**src/rtl/cpu_ibd_pkg.sv**
```systemverilog
// Shared types, codes and opcode classification for the instruction boundary decoder.
package cpu_ibd_pkg;

  localparam int unsigned AddrW    = 16;
  localparam int unsigned CountW   = 17;
  localparam int unsigned CfgDataW = 17;
  localparam int unsigned CfgIdxW  = 1;

  // Configuration register indexes
  localparam logic [CfgIdxW-1:0] RegDataStart = 1'd0;
  localparam logic [CfgIdxW-1:0] RegDataCount = 1'd1;

  // Record status codes
  localparam logic [1:0] StOk    = 2'd0;
  localparam logic [1:0] StTrunc = 2'd1;
  localparam logic [1:0] StOver  = 2'd2;

  // Operand phase codes
  localparam logic [1:0] PhOpcode = 2'd0;
  localparam logic [1:0] PhLow    = 2'd1;
  localparam logic [1:0] PhHigh   = 2'd2;

  localparam logic [AddrW-1:0] LastAddr = 16'hffff;

  typedef enum logic [1:0] {
    KindNone  = 2'd0,
    KindByte  = 2'd1,
    KindWord  = 2'd2,
    KindUndoc = 2'd3
  } op_kind_e;

  typedef struct packed {
    logic [7:0] code_byte;
    logic       last_byte;
  } in_beat_t;

  typedef struct packed {
    logic [AddrW-1:0] instr_address;
    logic [7:0]       opcode;
    logic [1:0]       length;
    logic [1:0]       operand_kind;
    logic [15:0]      operand_value;
    logic             is_data;
    logic [1:0]       status;
  } out_beat_t;

  // Documented 8080 opcode table, folded into a few bit patterns.
  function automatic op_kind_e classify(input logic [7:0] op);
    op_kind_e k;
    k = KindNone;
    if (((op & 8'hc7) == 8'h00 && op != 8'h00) ||
        (op inside {8'hcb, 8'hd9, 8'hdd, 8'hed, 8'hfd})) begin
      k = KindUndoc;
    end else if ((op & 8'hc7) == 8'h06 || (op & 8'hc7) == 8'hc6 ||
                 (op inside {8'hd3, 8'hdb})) begin
      k = KindByte;
    end else if ((op & 8'hcf) == 8'h01 ||
                 (op inside {8'h22, 8'h2a, 8'h32, 8'h3a, 8'hc3, 8'hcd}) ||
                 (op & 8'hc7) == 8'hc2 || (op & 8'hc7) == 8'hc4) begin
      k = KindWord;
    end
    return k;
  endfunction

endpackage

```
**src/rtl/cpu8080_instruction_boundary_decoder_unit.sv**
```systemverilog
// Top level: splits an 8080 code image into instruction records, one byte per beat.
//
// The block takes one code byte per clock cycle while the output is not stalled,
// starting at address 0. A byte is held in the input register, where the opcode table
// lookup, the forced-data region compare and the operand phase counter decide its fate,
// and the finished record lands in the output register. Opcode bytes of multi-byte
// instructions and the first operand byte of a word give no record; the record comes
// with the last operand byte, or early with truncated or overrun status. After
// last_byte, after an overrun, or past address 0xffff, beats are still taken but
// dropped. The user must write the forced-data region through the configuration port
// only while no beat is in flight; the block itself does not enforce this.
module cpu8080_instruction_boundary_decoder_unit (
  input  logic                            clk_i,
  input  logic                            rst_ni,
  input  logic                            cfg_we_i,
  input  logic [cpu_ibd_pkg::CfgIdxW-1:0] cfg_index_i,
  input  logic [cpu_ibd_pkg::CfgDataW-1:0] cfg_data_i,
  input  logic                            in_valid_i,
  output logic                            in_stall_o,
  input  cpu_ibd_pkg::in_beat_t           in_data_i,
  output logic                            out_valid_o,
  input  logic                            out_stall_i,
  output cpu_ibd_pkg::out_beat_t          out_data_o
);

  // configuration
  logic [cpu_ibd_pkg::AddrW-1:0]  region_start_q;
  logic [cpu_ibd_pkg::CountW-1:0] region_count_q;

  // input stage
  logic                  stage_valid_q;
  cpu_ibd_pkg::in_beat_t stage_beat_q;

  // decode state
  logic [cpu_ibd_pkg::AddrW:0]   addr_q, addr_d;
  logic [1:0]                    phase_q, phase_d;
  logic [7:0]                    held_op_q, held_op_d;
  logic [7:0]                    held_low_q, held_low_d;
  logic [cpu_ibd_pkg::AddrW-1:0] held_start_q, held_start_d;
  logic                          stopped_q, stopped_d;

  // output stage
  logic                   out_valid_q;
  cpu_ibd_pkg::out_beat_t out_beat_q;

  logic                          out_free;
  logic                          stage_fire;
  logic                          live;
  logic                          rec_valid;
  cpu_ibd_pkg::out_beat_t        rec;
  logic [cpu_ibd_pkg::AddrW-1:0] a;
  logic [7:0]                    b;
  cpu_ibd_pkg::op_kind_e         kind_b;
  cpu_ibd_pkg::op_kind_e         kind_h;
  logic [cpu_ibd_pkg::AddrW+1:0] region_end;
  logic                          in_region;

  assign out_free   = !out_valid_q || !out_stall_i;
  assign stage_fire = stage_valid_q && out_free;
  assign in_stall_o = stage_valid_q && !out_free;
  assign live       = stage_fire && !stopped_q && !addr_q[cpu_ibd_pkg::AddrW];

  assign a      = addr_q[cpu_ibd_pkg::AddrW-1:0];
  assign b      = stage_beat_q.code_byte;
  assign kind_b = cpu_ibd_pkg::classify(b);
  assign kind_h = cpu_ibd_pkg::classify(held_op_q);

  assign region_end = {2'b00, region_start_q} + {1'b0, region_count_q};
  assign in_region  = (region_count_q != '0) && (a >= region_start_q) &&
                      ({2'b00, a} < region_end);

  always_comb begin
    addr_d       = addr_q;
    phase_d      = phase_q;
    held_op_d    = held_op_q;
    held_low_d   = held_low_q;
    held_start_d = held_start_q;
    stopped_d    = stopped_q;
    rec_valid    = 1'b0;
    rec          = '0;
    if (live) begin
      addr_d = addr_q + 1'b1;
      if (stage_beat_q.last_byte) begin
        stopped_d = 1'b1;
      end
      phase_d = cpu_ibd_pkg::PhOpcode;
      case (phase_q)
        cpu_ibd_pkg::PhLow: begin
          rec_valid              = 1'b1;
          rec.instr_address      = held_start_q;
          rec.opcode             = held_op_q;
          rec.operand_value      = {8'h00, b};
          if (kind_h == cpu_ibd_pkg::KindByte) begin
            rec.length       = 2'd2;
            rec.operand_kind = cpu_ibd_pkg::KindByte;
            rec.status       = cpu_ibd_pkg::StOk;
          end else begin
            rec.length       = 2'd3;
            rec.operand_kind = cpu_ibd_pkg::KindWord;
            if (a == cpu_ibd_pkg::LastAddr) begin
              stopped_d  = 1'b1;
              rec.status = cpu_ibd_pkg::StOver;
            end else if (stage_beat_q.last_byte) begin
              rec.status = cpu_ibd_pkg::StTrunc;
            end else begin
              // hold the low byte and wait for the high one
              rec_valid  = 1'b0;
              held_low_d = b;
              phase_d    = cpu_ibd_pkg::PhHigh;
            end
          end
        end
        cpu_ibd_pkg::PhHigh: begin
          rec_valid         = 1'b1;
          rec.instr_address = held_start_q;
          rec.opcode        = held_op_q;
          rec.length        = 2'd3;
          rec.operand_kind  = cpu_ibd_pkg::KindWord;
          rec.operand_value = {b, held_low_q};
          rec.status        = cpu_ibd_pkg::StOk;
        end
        default: begin
          rec_valid         = 1'b1;
          rec.instr_address = a;
          rec.opcode        = b;
          rec.length        = 2'd1;
          rec.operand_kind  = cpu_ibd_pkg::KindNone;
          rec.status        = cpu_ibd_pkg::StOk;
          if (in_region || kind_b == cpu_ibd_pkg::KindUndoc) begin
            rec.is_data = 1'b1;
          end else if (kind_b != cpu_ibd_pkg::KindNone) begin
            held_op_d        = b;
            held_start_d     = a;
            rec.length       = 2'(kind_b) + 2'd1;
            rec.operand_kind = 2'(kind_b);
            if (a == cpu_ibd_pkg::LastAddr) begin
              stopped_d  = 1'b1;
              rec.status = cpu_ibd_pkg::StOver;
            end else if (stage_beat_q.last_byte) begin
              rec.status = cpu_ibd_pkg::StTrunc;
            end else begin
              rec_valid = 1'b0;
              phase_d   = cpu_ibd_pkg::PhLow;
            end
          end
        end
      endcase
    end
  end

  always_ff @(posedge clk_i or negedge rst_ni) begin
    if (!rst_ni) begin
      region_start_q <= '0;
      region_count_q <= '0;
    end else if (cfg_we_i) begin
      case (cfg_index_i)
        cpu_ibd_pkg::RegDataStart: region_start_q <= cfg_data_i[cpu_ibd_pkg::AddrW-1:0];
        cpu_ibd_pkg::RegDataCount: region_count_q <= cfg_data_i[cpu_ibd_pkg::CountW-1:0];
        default: ;
      endcase
    end
  end

  always_ff @(posedge clk_i or negedge rst_ni) begin
    if (!rst_ni) begin
      stage_valid_q <= 1'b0;
      out_valid_q   <= 1'b0;
      addr_q        <= '0;
      phase_q       <= cpu_ibd_pkg::PhOpcode;
      stopped_q     <= 1'b0;
    end else begin
      if (!in_stall_o) begin
        stage_valid_q <= in_valid_i;
      end
      if (out_free) begin
        out_valid_q <= rec_valid;
      end
      addr_q    <= addr_d;
      phase_q   <= phase_d;
      stopped_q <= stopped_d;
    end
  end

  // payload: no reset
  always_ff @(posedge clk_i) begin
    if (in_valid_i && !in_stall_o) begin
      stage_beat_q <= in_data_i;
    end
    if (out_free && rec_valid) begin
      out_beat_q <= rec;
    end
    held_op_q    <= held_op_d;
    held_low_q   <= held_low_d;
    held_start_q <= held_start_d;
  end

  assign out_valid_o = out_valid_q;
  assign out_data_o  = out_beat_q;

  a_phase_known: assert property (@(posedge clk_i) disable iff (!rst_ni)
    phase_q != 2'd3)
    else $error("operand phase reached an unused code");

  a_len_matches_kind: assert property (@(posedge clk_i) disable iff (!rst_ni)
    out_valid_o |-> out_data_o.length == out_data_o.operand_kind + 2'd1)
    else $error("record length does not match operand kind");

  a_data_record: assert property (@(posedge clk_i) disable iff (!rst_ni)
    out_valid_o && out_data_o.is_data |->
      out_data_o.length == 2'd1 && out_data_o.operand_value == '0 &&
      out_data_o.status == cpu_ibd_pkg::StOk)
    else $error("malformed data record");

  a_stop_sticky: assert property (@(posedge clk_i) disable iff (!rst_ni)
    stopped_q |=> stopped_q)
    else $error("decoder left the stopped state without reset");

  a_addr_advance: assert property (@(posedge clk_i) disable iff (!rst_ni)
    live |=> addr_q == $past(addr_q) + 1'b1)
    else $error("byte address did not advance on a live beat");

endmodule

```
**config.mk**
```make
export PLATFORM = sky130hd
export DESIGN_NAME = cpu8080_instruction_boundary_decoder_unit
export DESIGN_NICKNAME = d
export VERILOG_FILES = /design/src/rtl/cpu_ibd_pkg.sv /design/src/rtl/cpu8080_instruction_boundary_decoder_unit.sv
export SDC_FILE = /design/constraint.sdc
export NUM_CORES = 1
export LEC_CHECK = 0
export BUFFER_PORTS_ARGS = -buffer_cell sky130_fd_sc_hd__buf_2
export CELL_PAD_IN_SITES_DETAIL_PLACEMENT = 2
export CELL_PAD_IN_SITES_GLOBAL_PLACEMENT = 2
export CORE_ASPECT_RATIO = 0.9
export CORE_MARGIN = 2
export CORE_UTILIZATION = 42
export DETAILED_ROUTE_END_ITERATION = 16
export PLACE_DENSITY_LB_ADDON = 0.1
export SETUP_SLACK_MARGIN = 0.1
export SLEW_MARGIN = 5
export SYNTH_ARGS = -nofsm -noshare
export SYNTH_HDL_FRONTEND = slang
export SYNTH_SLANG_ARGS = --single-unit
export TNS_END_PERCENT = 50
```
**constraint.sdc**
```tcl
create_clock -name clk_i -period 8.5 [get_ports clk_i]
set_clock_uncertainty 0.15 [all_clocks]
set_input_delay 1.7 -clock clk_i [delete_from_list [all_inputs] [get_ports clk_i]]
set_output_delay 1.7 -clock clk_i [all_outputs]
set_load 0.05 [all_outputs]
```
# Word-level counts from Yosys, hierarchy flattened
# Index checks and enable logic that the tools add are counted.
[classes]
bitwise_logic = 7
add_sub_neg = 3
eq_ne = 41
mux = 39
n_reduce_logical = 48
n_lt_le_gt_ge = 2
[op_table]
columns = ["cell", "n"]
rows = [
  ["== test 8 bit (second input constant)", 18],
  ["== test 8 x 6 -> 1 bit (second input constant)", 8],
  ["one-hot mux 28 bit (2 select lines)", 1],
  ["one-hot mux 16 bit (2 select lines)", 1],
  ["== test 5 bit (second input constant)", 6],
  ["two-way mux 2 bit", 13],
  ["adder 16 x 17 -> 18 bit", 1],
  ["less-than comparator 16 x 18 -> 1 bit", 1],
  ["adder 17 x 1 -> 17 bit (second input constant)", 1],
  ["two-way mux 1 bit", 17],
  ["nonzero test 17 bit", 1],
  ["== test 16 bit (second input constant)", 1],
  ["greater-or-equal comparator 16 bit", 1],
  ["logical NOT 8 bit", 2],
  ["nonzero test 8 bit", 2],
  ["logical OR 1 bit", 14],
  ["== test 6 x 1 -> 1 bit (second input constant)", 2],
  ["nonzero test 6 bit", 2],
  ["== test 5 x 3 -> 1 bit (second input constant)", 2],
  ["logical AND 1 bit", 10],
  ["nonzero test 5 bit", 2],
  ["two-way mux 4 bit", 2],
  ["one-hot mux 2 bit (2 select lines)", 2],
  ["NOT 1 bit", 7],
  ["other kinds (12)", 23],
]
[totals]
ff_bits = 143
in_bits = 32
word_cells = 159

# Longest topological paths before layout
# Gate-level depths: netlist of run 1.
[depth]
word_depth = 14
ltp_mapped = 20

# Worst setup path before layout of run 1
# Ideal clock, no wire load.
[synth_path]
path_type = "register to register"
startpoint = "register region_start_q[0] in the netlist's numbering"
endpoint = "register out_beat_q, in the netlist out_data_o[0] (enable)"
period_less_slack_ps = 4933
arrival_ps = 4376
required_ps = 7942
setup_slack_ps = 3567
path_stages_with_launch = 21
setup_ps = 408
cell_sequence = "dfrtp_1 ha_1 inv_1 fa_1 nand2b_1 a21oi_1 o41a_1 o21ai_0 nand2_1 o211ai_1 nand2b_1 xnor2_1 ha_1 nand2_1 o21ai_0 a21o_1 a221oi_1 a22o_1 o22ai_4 nand3b_4 o21a_1"
[synth_via]
elab_chain_cells = 8
[synth_lines]
columns = ["item", "line", "text"]
rows = [
  ["from (decl)", "cpu8080_instruction_boundary_decoder_unit.sv:27", "logic [cpu_ibd_pkg::AddrW-1:0] region_start_q;"],
  ["from (signal assigned)", "cpu8080_instruction_boundary_decoder_unit.sv:157", "cpu_ibd_pkg::RegDataStart: region_start_q <= cfg_data_i[cpu_ibd_pkg::AddrW-1:0];"],
  ["adder 16 x 17 -> 18 bit / greater-or-equal comparator 16 bit (equally long branches)", "cpu8080_instruction_boundary_decoder_unit.sv:68, cpu8080_instruction_boundary_decoder_unit.sv:69", ""],
  ["less-than comparator 16 x 18 -> 1 bit / logical AND 1 bit (equally long branches)", "cpu8080_instruction_boundary_decoder_unit.sv:70, cpu8080_instruction_boundary_decoder_unit.sv:69", ""],
  ["logical AND 1 bit (*)", "cpu8080_instruction_boundary_decoder_unit.sv:69", "assign in_region = (region_count_q != '0) && (a >= region_start_q) &&"],
  ["logical OR 1 bit (*)", "cpu8080_instruction_boundary_decoder_unit.sv:129", "if (in_region || kind_b == cpu_ibd_pkg::KindUndoc) begin"],
  ["two-way mux 1 bit (*)", "cpu8080_instruction_boundary_decoder_unit.sv:129", ""],
  ["one-hot mux 1 bit (2 select lines) (*)", "cpu8080_instruction_boundary_decoder_unit.sv:87", "case (phase_q)"],
  ["two-way mux 1 bit (*)", "cpu8080_instruction_boundary_decoder_unit.sv:81", "if (live) begin"],
  ["logical AND 1 bit (*)", "cpu8080_instruction_boundary_decoder_unit.sv:189", "if (out_free && rec_valid) begin"],
  ["to (signal assigned)", "cpu8080_instruction_boundary_decoder_unit.sv:190", "out_beat_q <= rec;"],
  ["to (decl)", "cpu8080_instruction_boundary_decoder_unit.sv:44", "cpu_ibd_pkg::out_beat_t out_beat_q;"],
]
# Every way passes the cells marked *; elsewhere a longest branch is shown, timed or not.
# A chain may end at the register's enable or synchronous reset.

# Worst setup path after layout of run 1
[layout_path]
startpoint = "register region_start_q[0] in the netlist's numbering"
endpoint = "register held_start_q[3] in the netlist's numbering (enable)"
[layout_via]
elab_chain_cells = 6
[layout_lines]
columns = ["item", "line", "text"]
rows = [
  ["adder 16 x 17 -> 18 bit / greater-or-equal comparator 16 bit (equally long branches)", "cpu8080_instruction_boundary_decoder_unit.sv:68, cpu8080_instruction_boundary_decoder_unit.sv:69", ""],
  ["less-than comparator 16 x 18 -> 1 bit / logical AND 1 bit (equally long branches)", "cpu8080_instruction_boundary_decoder_unit.sv:70, cpu8080_instruction_boundary_decoder_unit.sv:69", ""],
  ["logical AND 1 bit (*)", "cpu8080_instruction_boundary_decoder_unit.sv:69", ""],
  ["logical OR 1 bit (*)", "cpu8080_instruction_boundary_decoder_unit.sv:129", ""],
  ["NOT 1 bit (no source line) (*)", "n/a", ""],
  ["AND reduction 4 bit (no source line) (*)", "n/a", ""],
  ["to (signal assigned)", "cpu8080_instruction_boundary_decoder_unit.sv:194", "held_start_q <= held_start_d;"],
  ["to (decl)", "cpu8080_instruction_boundary_decoder_unit.sv:39", "logic [cpu_ibd_pkg::AddrW-1:0] held_start_q, held_start_d;"],
]
# Marked as above.

==> impl_metrics.py, run 1 <==
metrics = {
    "cts": {
        "cts.clk_slew.worst_paths_ns": 0.06,
        "cts_tree": "built",
        "clockBufferDepth": 2,
        "cts_sinks": 143,
        "clock-root-buffer": "clkbuf_16",
        "cts_hold_buf": 0,
        "cts_buffers": 17,
        "cts_setup_buffers": 0,
        "htree_num_levels": 4,
        "cts_resized": 0,
        "insertion_delay_ns": 0.44,
    },
    "critical_path": {
        "cp_max_fo": 24,
        "cp-end-kind": "flip-flop",
        "reg2regPathDepth": 20,
        "required_ns": 8.38,
        "crit_type": "reg2reg",
        "cp.arrival_ns": 5.39,
        "critPathLaunchType": "flip-flop",
    },
    "routing": {
        "route.met2.wl_um": 11180,
        "vias_per_cell": 5.776,
        "route.detailed.drc": 0,
        "met3_length_um": 818,
        "drt-pass1-iter-count": 4,
        "vias": 5372,
        "met1_length_um": 9368,
        "wl_per_cell_um": 23.19,
        "drt_iter0_drc": 281,
        "wl_um": 21570,
        "ant_nets": 0,
        "top_layer": "met4",
    },
    "place": {
        "place_congestion": 0.7924,
        "dp_hpwl_um": 14760,
        "portBuffers": 80,
        "pre_cts_slack_ns": 3.142,
    },
    "run": {
        "drv_cap": 0,
    },
    "sta": {
        "period_minus_slack_ns": 5.512,
        "hold_violations": 0,
        "drv_slew": 0,
        "worst_slew_pin_slew_ns": 1.310,
        "fin_crit_sh_pct": 64.85,
        "fmax_ghz": 0.1814,
        "rsz0062_at_grt": "false",
        "finalSetupViolCount": 0,
        "tns_ns": 0,
        "max_slew_margin_pct": 12.57,
        "setup_ws_ns": 2.988,
    },
    "synth": {
        "ys_ff_latch": 143,
        "synth_edf_count": 88,
        "syn_nets": 707,
        "synth_top_area_share_pct": 36.62,
        "synth-main-ff-cell": "edfxtp_1",
        "async_reset_ff_share_pct": 38.46,
        "syn-cell-area_sq_um": 7217,
        "synth_warnings": 0,
        "syn_inst": 622,
        "yosysTopAreaCell": "edfxtp_1",
        "synthDistinctLibCells": 51,
        "syn-mean-instance-area_sq_um": 11.60,
        "synth-seq-area-share_pct": 55.69,
        "synthTopCellsByArea": "edfxtp_1 37%, dfrtp_1 19%, ha_1 9.0%",
    },
    "power": {
        "cellInternalPower_w": 0.001562,
        "seqPwrFrac_pct": 37.9,
        "clockPowerShare_pct": 32.6,
        "power_w": 0.002423,
        "power.density_nw_per_um2": 286.0,
        "pwr-share-comb_pct": 29.4,
        "p_sw_w": 0.0008615,
        "peakVddDrop_v": 0.0001510,
        "switching_share_pct": 35.55,
        "power.leakage_nw": 3.459,
    },
    "final_layout": {
        "drive_above_1_share_pct": 20.03,
        "final_common_cell": "edfxtp_1",
        "final_cell_mix": "88 x edfxtp_1, 80 x buf_2, 55 x dfrtp_1",
        "area_growth_pct": 17.42,
        "regArea_sq_um": 4019,
        "multi_input_area_sq_um": 3020,
        "diodes": 0,
        "fin_nets": 791,
        "nFillCells": 1666,
    },
    "global_routing": {
        "grt_usage_pct": 25.09,
        "grt_remaining_overflow": 0,
        "first_global_vias": 5958,
        "grt_antenna_before_repair": 0,
        "grt_max_degree": 56,
        "grt_pass1_wl_um": 34300,
    },
    "worst_hold_path": {
        "whs_path_depth": 1,
        "hold_class": "reg2reg",
    },
    "die": {
        "std_cell_rows": 45,
        "die_w_um": 142.2,
        "core_sq_um": 16830,
        "initial_core_util_pct": 42.87,
        "die_h_um": 128.4,
        "boundaryPins": 81,
        "die_area_sq_um": 18250,
    },
    "status": {
        "status": "finished clean",
    },
}
[flip-flops by register name, indices dropped and copies added, names as in the netlist]
signal and cells:
addr_q 17, b 8, held_low_q 8, held_op_q 8, held_start_q 16, out_data_o 47, out_valid_o 1, phase_q 2
region_count_q 17, region_start_q 16, stage_beat_q 1, stage_valid_q 1, stopped_q 1
[Yosys cell counts, types with 3 or more instances]
library cell / instances
o211ai_1: 3
nand2_1: 44
nor2_1: 51
xor2_1: 10
clkbuf_1: 20
ha_1: 52
o21a_1: 5
a22oi_1: 32
inv_1: 28
mux2_2: 18
nand3_1: 14
and3_1: 16
nor2b_1: 7
xnor2_1: 21
a211oi_1: 9
nand2b_1: 15
a21oi_1: 33
nand4_1: 10
nor4_1: 7
edfxtp_1: 88
a21o_1: 6
o21bai_1: 5
nor3_1: 6
or2_2: 3
dfrtp_1: 55
o21ai_0: 32
[power groups by stage]
stage	Clock [W]	Combinational, W	Sequential, W
floorplan	0	0.000382	0.00103
global placement	0	0.000654	0.000925
detailed placement	0	0.000691	0.000933
CTS	0.000809	0.000715	0.000921
global route	0.000833	0.000783	0.000932
finish	0.000791	0.000714	0.000919
[stage by stage]
stage | std cells | hold slack, ns | cell area (sq um) | utilization [%]
2_1_floorplan | 622 | 0.2861 | 7217 | -
3_3_place_gp | 898 | 0.3056 | 7854 | 46.65
3_5_place_dp | 898 | 0.3123 | 7854 | 46.65
4_1_cts | 930 | 0.3368 | 8474 | 50.34
5_1_grt | 930 | 0.3668 | 8474 | 50.34
6_report | 930 | 0.3345 | 8474 | 50.34
[path summary, 6_finish.rpt]
check | from | end | slack (ns)
setup / recovery | region_start_q[0] | held_start_q[3] | 2.99
hold / removal | addr_q[16] | addr_q[16] | 0.33
setup reg to reg | region_start_q[0] | held_start_q[3] | 2.99
hold reg to reg | addr_q[16] | addr_q[16] | 0.33
max in group asynchronous | rst_ni | addr_q[7] | 6.39
min in group asynchronous | rst_ni | addr_q[12] | 1.29
[layer usage]
| metal | vias up | track usage, % |
|---|---|---|
| li1 | 2463 | - |
| met1 | 2774 | 32.52 |
| met2 | 114 | 43.51 |
| met3 | 21 | 4.838 |
| met4 | 0 | 6.588 |
| met5 | - | 0 |
[final cells by class]
cell class	instances	share of cell area [%]
sequential	143	47.42
tap	211	3.115
clock buffer	18	5.064
inverter	28	1.240
multi-input combinational	430	35.64
clock inverter	14	2.259
timing repair buffer	86	5.256
[cell families (layout without fill, tap and decap cells)]
| group | Yosys count | count (layout) | share of synthesized area, % |
|---|---|---|---|
| fa+ha+maj | 53 | 53 | 9.293 |
| mux | 18 | 18 | 2.809 |
| buf+inv | 49 | 146 | 2.548 |
| flops | 143 | 143 | 55.69 |
| xor+xnor | 31 | 31 | 3.762 |
| simple gates | 183 | 183 | 12.64 |
| compound gates | 145 | 145 | 13.26 |
[worst max-delay path: stages (launching register included)]
cell and delay [ns]:
dfrtp_1 0.41, ha_1 0.25, inv_1 0.09, fa_1 0.20, nand2b_1 0.16, a21oi_1 0.11, o41a_1 0.44, o21ai_0 0.28
nand2_1 0.09, o211ai_1 0.13, nand2b_1 0.11, xnor2_1 0.16, ha_1 0.31, nand2_1 0.07, o21ai_0 0.19, a21o_1 0.16
a221oi_1 0.07, a22o_1 0.29, o22ai_4 0.23, nand3b_4 0.17, nor2_2 1.02
Note: power is estimated with default switching activity, not from simulation.
==> run 2, diff against run 1 <==
CORE_UTILIZATION = 39   (was 42)
clock period = 5.8 ns   (was 8.5 ns; I/O delays follow)
==> run 2 against run 1 <==
Non-clock buffer count rose by 2. Clock-buffer cell count is 1 lower. Hold slack got worse by 0.0063 ns. Die area grew 7.5%. Final cell count up 3.9%. Critical path type unchanged. Via count decreased by 1.1%. Routed wire length about the same.
==> impl_metrics.py, run 2 (synthesized netlist as in run 1, its figures left out) <==
metrics = {
    "status": {
        "status": "finished clean",
    },
    "global_routing": {
        "grt_usage_pct": 23.13,
        "grt_remaining_overflow": 0,
        "grt_pass1_wl_um": 34300,
        "first_global_vias": 5929,
        "grt_antenna_before_repair": 0,
        "grt_max_degree": 56,
    },
    "worst_hold_path": {
        "hold_class": "reg2reg",
        "hold_path_end": "addr_q[16]",
        "whs_path_depth": 1,
        "min-delay-start": "addr_q[16]",
    },
    "critical_path": {
        "cp_max_fo": 42,
        "cp-end-kind": "flip-flop",
        "r2r_end": "out_data_o[18]",
        "max_stage_delay_ns": 0.50,
        "cp.arrival_ns": 5.09,
        "critPathLaunchType": "flip-flop",
        "crit_chain": "ha_1 -> inv_1 -> fa_1 -> nand2b_1 -> a21oi_1 -> o41a_1 -> o21ai_0 -> nand2_1 -> o211ai_1 -> nand2b_1 -> xnor2_1 -> ha_1 -> nand2_1 -> o21ai_0 -> a21o_1 -> a221oi_1 -> a22o_1 -> o22ai_4 -> nand3b_4 -> o21a_2 -> buf_4",
        "crit_type": "reg2reg",
        "crit_slowest_cell": "buf_4",
        "required_ns": 5.72,
        "worst-r2r-setup-slack_ns": 0.62,
        "reg2regPathDepth": 21,
        "crit-reg2reg-launch": "region_start_q[0]",
    },
    "routing": {
        "route.detailed.drc": 0,
        "drt_iter0_drc": 274,
        "ant_nets": 0,
        "drt-pass1-iter-count": 4,
        "wl_um": 21560,
        "wl_per_cell_um": 22.32,
        "vias": 5315,
        "vias_per_cell": 5.502,
    },
    "final_layout": {
        "final_cell_mix": "88 x edfxtp_1, 80 x buf_2, 55 x dfrtp_1",
        "diodes": 0,
        "fin_nets": 793,
        "nFillCells": 1842,
        "instances_no_fill": 966,
        "drive_above_1_share_pct": 20.11,
        "largest_register_ffs": 47,
        "fin_util_pct": 46.32,
        "final_common_cell": "edfxtp_1",
        "final_cell_area_sq_um": 8471,
        "area_growth_pct": 17.37,
    },
    "sta": {
        "max_slew_margin_pct": 24.08,
        "drv_slew": 0,
        "hold_slack_ns": 0.3282,
        "period_minus_slack_ns": 5.177,
        "tns_ns": 0,
        "worst_slew_pin_slew_ns": 1.136,
        "finalSetupViolCount": 0,
        "fin_crit_sh_pct": 89.26,
        "fmax_ghz": 0.1932,
        "rsz0062_at_grt": "false",
        "hold_violations": 0,
    },
    "die": {
        "die_w_um": 147.4,
        "core_sq_um": 18290,
        "die_area_sq_um": 19610,
        "die_h_um": 133.1,
        "boundaryPins": 81,
        "initial_core_util_pct": 39.46,
        "std_cell_rows": 47,
    },
    "cts": {
        "cts.clk_slew.worst_paths_ns": 0.07,
        "cts_resized": 0,
        "cts_sinks": 143,
        "cts_tree": "built",
        "htree_num_levels": 4,
        "cts_hold_buf": 0,
        "insertion_delay_ns": 0.44,
        "cts_setup_buffers": 0,
        "clockBufferDepth": 2,
        "cts_buffers": 17,
        "clock-root-buffer": "clkbuf_16",
    },
    "place": {
        "place_congestion": 0.8131,
        "placed_cell_area_sq_um": 7911,
        "place_inst": 934,
        "portBuffers": 80,
        "dp_hpwl_um": 14950,
    },
    "run": {
        "drv_cap": 0,
    },
    "power": {
        "peakVddDrop_v": 0.0002299,
        "power.density_nw_per_um2": 407.7,
        "power.leakage_nw": 3.438,
    },
}
-- run 2: worst max path at each step --
stage | endpoint | cells after the start | startpoint | slack (ns)
floorplan | out_data_o[0] | 20 | region_start_q[0] | 0.87
global placement | out_data_o[10] | 21 | region_start_q[0] | 1.04
detailed placement | out_data_o[8] | 21 | region_start_q[0] | 0.79
CTS | out_data_o[18] | 21 | region_start_q[0] | 0.60
global route | out_data_o[41] | 21 | region_start_q[0] | 0.27
finish | out_data_o[18] | 21 | region_start_q[0] | 0.62
-- run 2: cell type report --
| cell class | count | area (sq um) | share of cell area [%] |
|---|---|---|---|
| Timing Repair Buffer | 88 | 460.4 | 5.436 |
| Inverter | 28 | 105.1 | 1.241 |
| Sequential cell | 143 | 4019 | 47.44 |
| Tap cell | 245 | 306.5 | 3.619 |
| Clock inverter | 15 | 133.9 | 1.580 |
| Multi-Input combinational cell | 430 | 3020 | 35.66 |
| Clock buffer | 17 | 425.4 | 5.022 |
-- run 2: power by group --
group / switching (W) / total [W] / internal (W)
sequential: 0.000112 / 0.00135 / 0.00124
clock: 0.000470 / 0.00106 / 0.000592
combinational: 0.000706 / 0.00104 / 0.000337
total: 0.00129 / 0.00345 / 0.00217
-- run 2: critical path: cells and delay by family, from the launching register on --
family | cells | cell delay (ns)
AND/OR/NAND/NOR | 5 | 0.63
flip-flops | 1 | 0.40
XOR/XNOR | 1 | 0.15
adder cells (fa/ha/maj) | 3 | 0.71
AO/OA/AOI/OAI | 10 | 2.13
buffers and inverters | 2 | 0.58
-- run 2: routing by layer --
layer / vias up / global-route usage, % / share of wire (%)
li1: 2474 / - / -
met1: 2694 / 29.59 / 43
met2: 117 / 39.38 / 50
met3: 30 / 4.448 / 3.8
met4: 0 / 8.066 / 2.2
met5: - / 0 / 0
-- run 2: metrics by stage --
| step | worst slack (ns) | total power, W |
|---|---|---|
| after CTS | 0.5977 | 0.003490 |
| after global routing | 0.2739 | 0.003635 |
| after detailed placement | 0.7924 | 0.002395 |
| final | 0.6230 | 0.003453 |
| after global placement | 1.040 | 0.002326 |
| after floorplan | 0.8666 | 0.002064 |
==> run 3, diff against run 2 <==
clock period = 5.21 ns   (was 5.8 ns; I/O delays follow)
==> run 3 against run 2 <==
Combinational power rose by 14%. Critical path depth fell by 3. Utilization grew 0.68 points. Clock-buffer cell count up 1. Final cell count grew 0.31%. Die area unchanged. Highest routed layer unchanged.
==> impl_metrics.py, run 3 (synthesized netlist as in run 1, its figures left out) <==
metrics = {
    "status": {
        "status": "finished clean",
    },
    "sta": {
        "worst_slew_pin_slew_ns": 1.122,
        "period_minus_slack_ns": 4.815,
        "hold_violations": 0,
        "finalSetupViolCount": 0,
        "fmax_ghz": 0.2077,
        "max_slew_margin_pct": 24.85,
        "drv_slew": 0,
        "rsz0062_at_grt": "false",
        "fin_crit_sh_pct": 92.43,
        "tns_ns": 0,
    },
    "critical_path": {
        "r2r_end": "out_data_o[42]",
        "worst-r2r-setup-slack_ns": 0.39,
        "crit-reg2reg-launch": "region_count_q[1]",
        "cp_max_fo": 21,
        "cp.arrival_ns": 4.80,
        "required_ns": 5.20,
        "cp-end-kind": "flip-flop",
        "crit_type": "reg2reg",
        "reg2regPathDepth": 18,
        "critPathLaunchType": "flip-flop",
    },
    "final_layout": {
        "largest_register_ffs": 47,
        "final_cell_mix": "88 x edfxtp_1, 80 x buf_2, 55 x dfrtp_1",
        "fin_util_pct": 46.99,
        "area_growth_pct": 19.09,
        "final_cell_area_sq_um": 8594,
        "fin_nets": 796,
        "drive_above_1_share_pct": 20.58,
        "final_common_cell": "edfxtp_1",
        "nFillCells": 1855,
        "diodes": 0,
    },
    "routing": {
        "wl_um": 20990,
        "vias_per_cell": 5.498,
        "drt_iter0_drc": 272,
        "route.detailed.drc": 0,
        "drt-pass1-iter-count": 4,
        "ant_nets": 0,
        "vias": 5328,
        "wl_per_cell_um": 21.66,
    },
    "die": {
        "boundaryPins": 81,
        "die_area_sq_um": 19610,
        "std_cell_rows": 47,
        "die_w_um": 147.4,
        "core_sq_um": 18290,
        "initial_core_util_pct": 39.46,
        "die_h_um": 133.1,
    },
    "power": {
        "power_w": 0.003981,
        "power.leakage_nw": 3.497,
        "power.density_nw_per_um2": 463.2,
        "peakVddDrop_v": 0.0002129,
    },
    "global_routing": {
        "grt_max_degree": 56,
        "grt_remaining_overflow": 0,
        "grt_usage_pct": 22.54,
        "grt_pass1_wl_um": 34000,
        "first_global_vias": 5873,
        "grt_antenna_before_repair": 0,
    },
    "worst_hold_path": {
        "whs_path_depth": 2,
        "hold_path_end": "stopped_q",
        "min-delay-start": "stopped_q",
        "hold_class": "reg2reg",
    },
    "cts": {
        "cts_buffers": 17,
        "cts_sinks": 143,
        "cts_tree": "built",
        "htree_num_levels": 4,
        "cts.clk_slew.worst_paths_ns": 0.07,
        "insertion_delay_ns": 0.44,
        "clockBufferDepth": 2,
        "clock-root-buffer": "clkbuf_16",
    },
    "place": {
        "placed_cell_area_sq_um": 7924,
        "dp_hpwl_um": 14490,
        "place_congestion": 0.8175,
        "portBuffers": 80,
    },
    "run": {
        "drv_cap": 0,
    },
}
-- run 3: cell types whose count changed in the layout (fill, tap and decap cells not counted), sizes merged --
cell	delta
buf	+2
bufinv	+3
clkbuf	+2
clkinv	-1
clkinvlp	-1
inv	-2
-- run 3: worst max path at each step --
stage | endpoint | depth (start not counted) | startpoint
2_1_floorplan | out_data_o[0] | 20 | region_start_q[0]
3_3_place_gp | out_data_o[15] | 21 | region_start_q[0]
3_5_place_dp | out_data_o[14] | 21 | region_start_q[0]
4_1_cts | out_data_o[34] | 21 | region_start_q[0]
5_1_grt | out_data_o[41] | 21 | region_start_q[0]
6_report | out_data_o[42] | 18 | region_count_q[1]
-- run 3: worst max-delay path, cell delays in order (launching register included) --
cell and delay [ns]:
dfrtp_1 0.42, ha_1 0.31, a211oi_1 0.31, o21bai_1 0.15, a21oi_1 0.31, o41a_1 0.33, o21bai_1 0.10, a21oi_1 0.20
xor2_1 0.17, ha_1 0.26, a21oi_1 0.16, o21ai_0 0.14, a21o_1 0.20, a221oi_1 0.29, a22o_1 0.24, o22ai_4 0.12
nand3b_4 0.16, o21a_4 0.24, clkbuf_16 0.24
-- run 3: where the power goes --
part | switching (W) | internal (W) | total, W
clock network | 0.000501 | 0.000800 | 0.00130
registers | 0.000119 | 0.00137 | 0.00149
logic | 0.000792 | 0.000394 | 0.00119
-- run 3: per-layer routing --
layer	routed length, um	vias to the layer above	global-route usage (%)
met5	0	-	0
met4	283	0	5.929
met3	776	26	4.172
li1	-	2480	-
met2	10420	88	38.63
met1	9504	2734	29.55
-- run 3: area by class of cell --
| type | count | area (sq um) | share of cell area (%) |
|---|---|---|---|
| Sequential cell | 143 | 4019 | 46.76 |
| Multi-Input combinational cell | 430 | 3030 | 35.26 |
| Timing Repair Buffer | 91 | 516.7 | 6.013 |
| Clock buffer | 18 | 429.2 | 4.993 |
| Tap cell | 245 | 306.5 | 3.567 |
| Clock inverter | 14 | 187.7 | 2.184 |
| Inverter | 28 | 105.1 | 1.223 |
-- run 3: timing repair --
| action | 4_1_cts | 5_1_grt |
|---|---|---|
| hold buffers | 0 | 0 |
| gates resized for setup | 0 | 4 |
| setup endpoints to repair | 0 | 66 |
| setup buffers | 0 | 2 |
-- run 3: stage by stage --
stage                     instances  worst slack [ns]  hold WS [ns]
final                           969            0.3946        0.3573
after detailed placement        934            0.4213        0.3336
after floorplan                 622            0.2766        0.2861
after global routing            969            0.1074        0.4119
after CTS                       966            0.1121        0.3616
after global placement          934            0.6896        0.3033
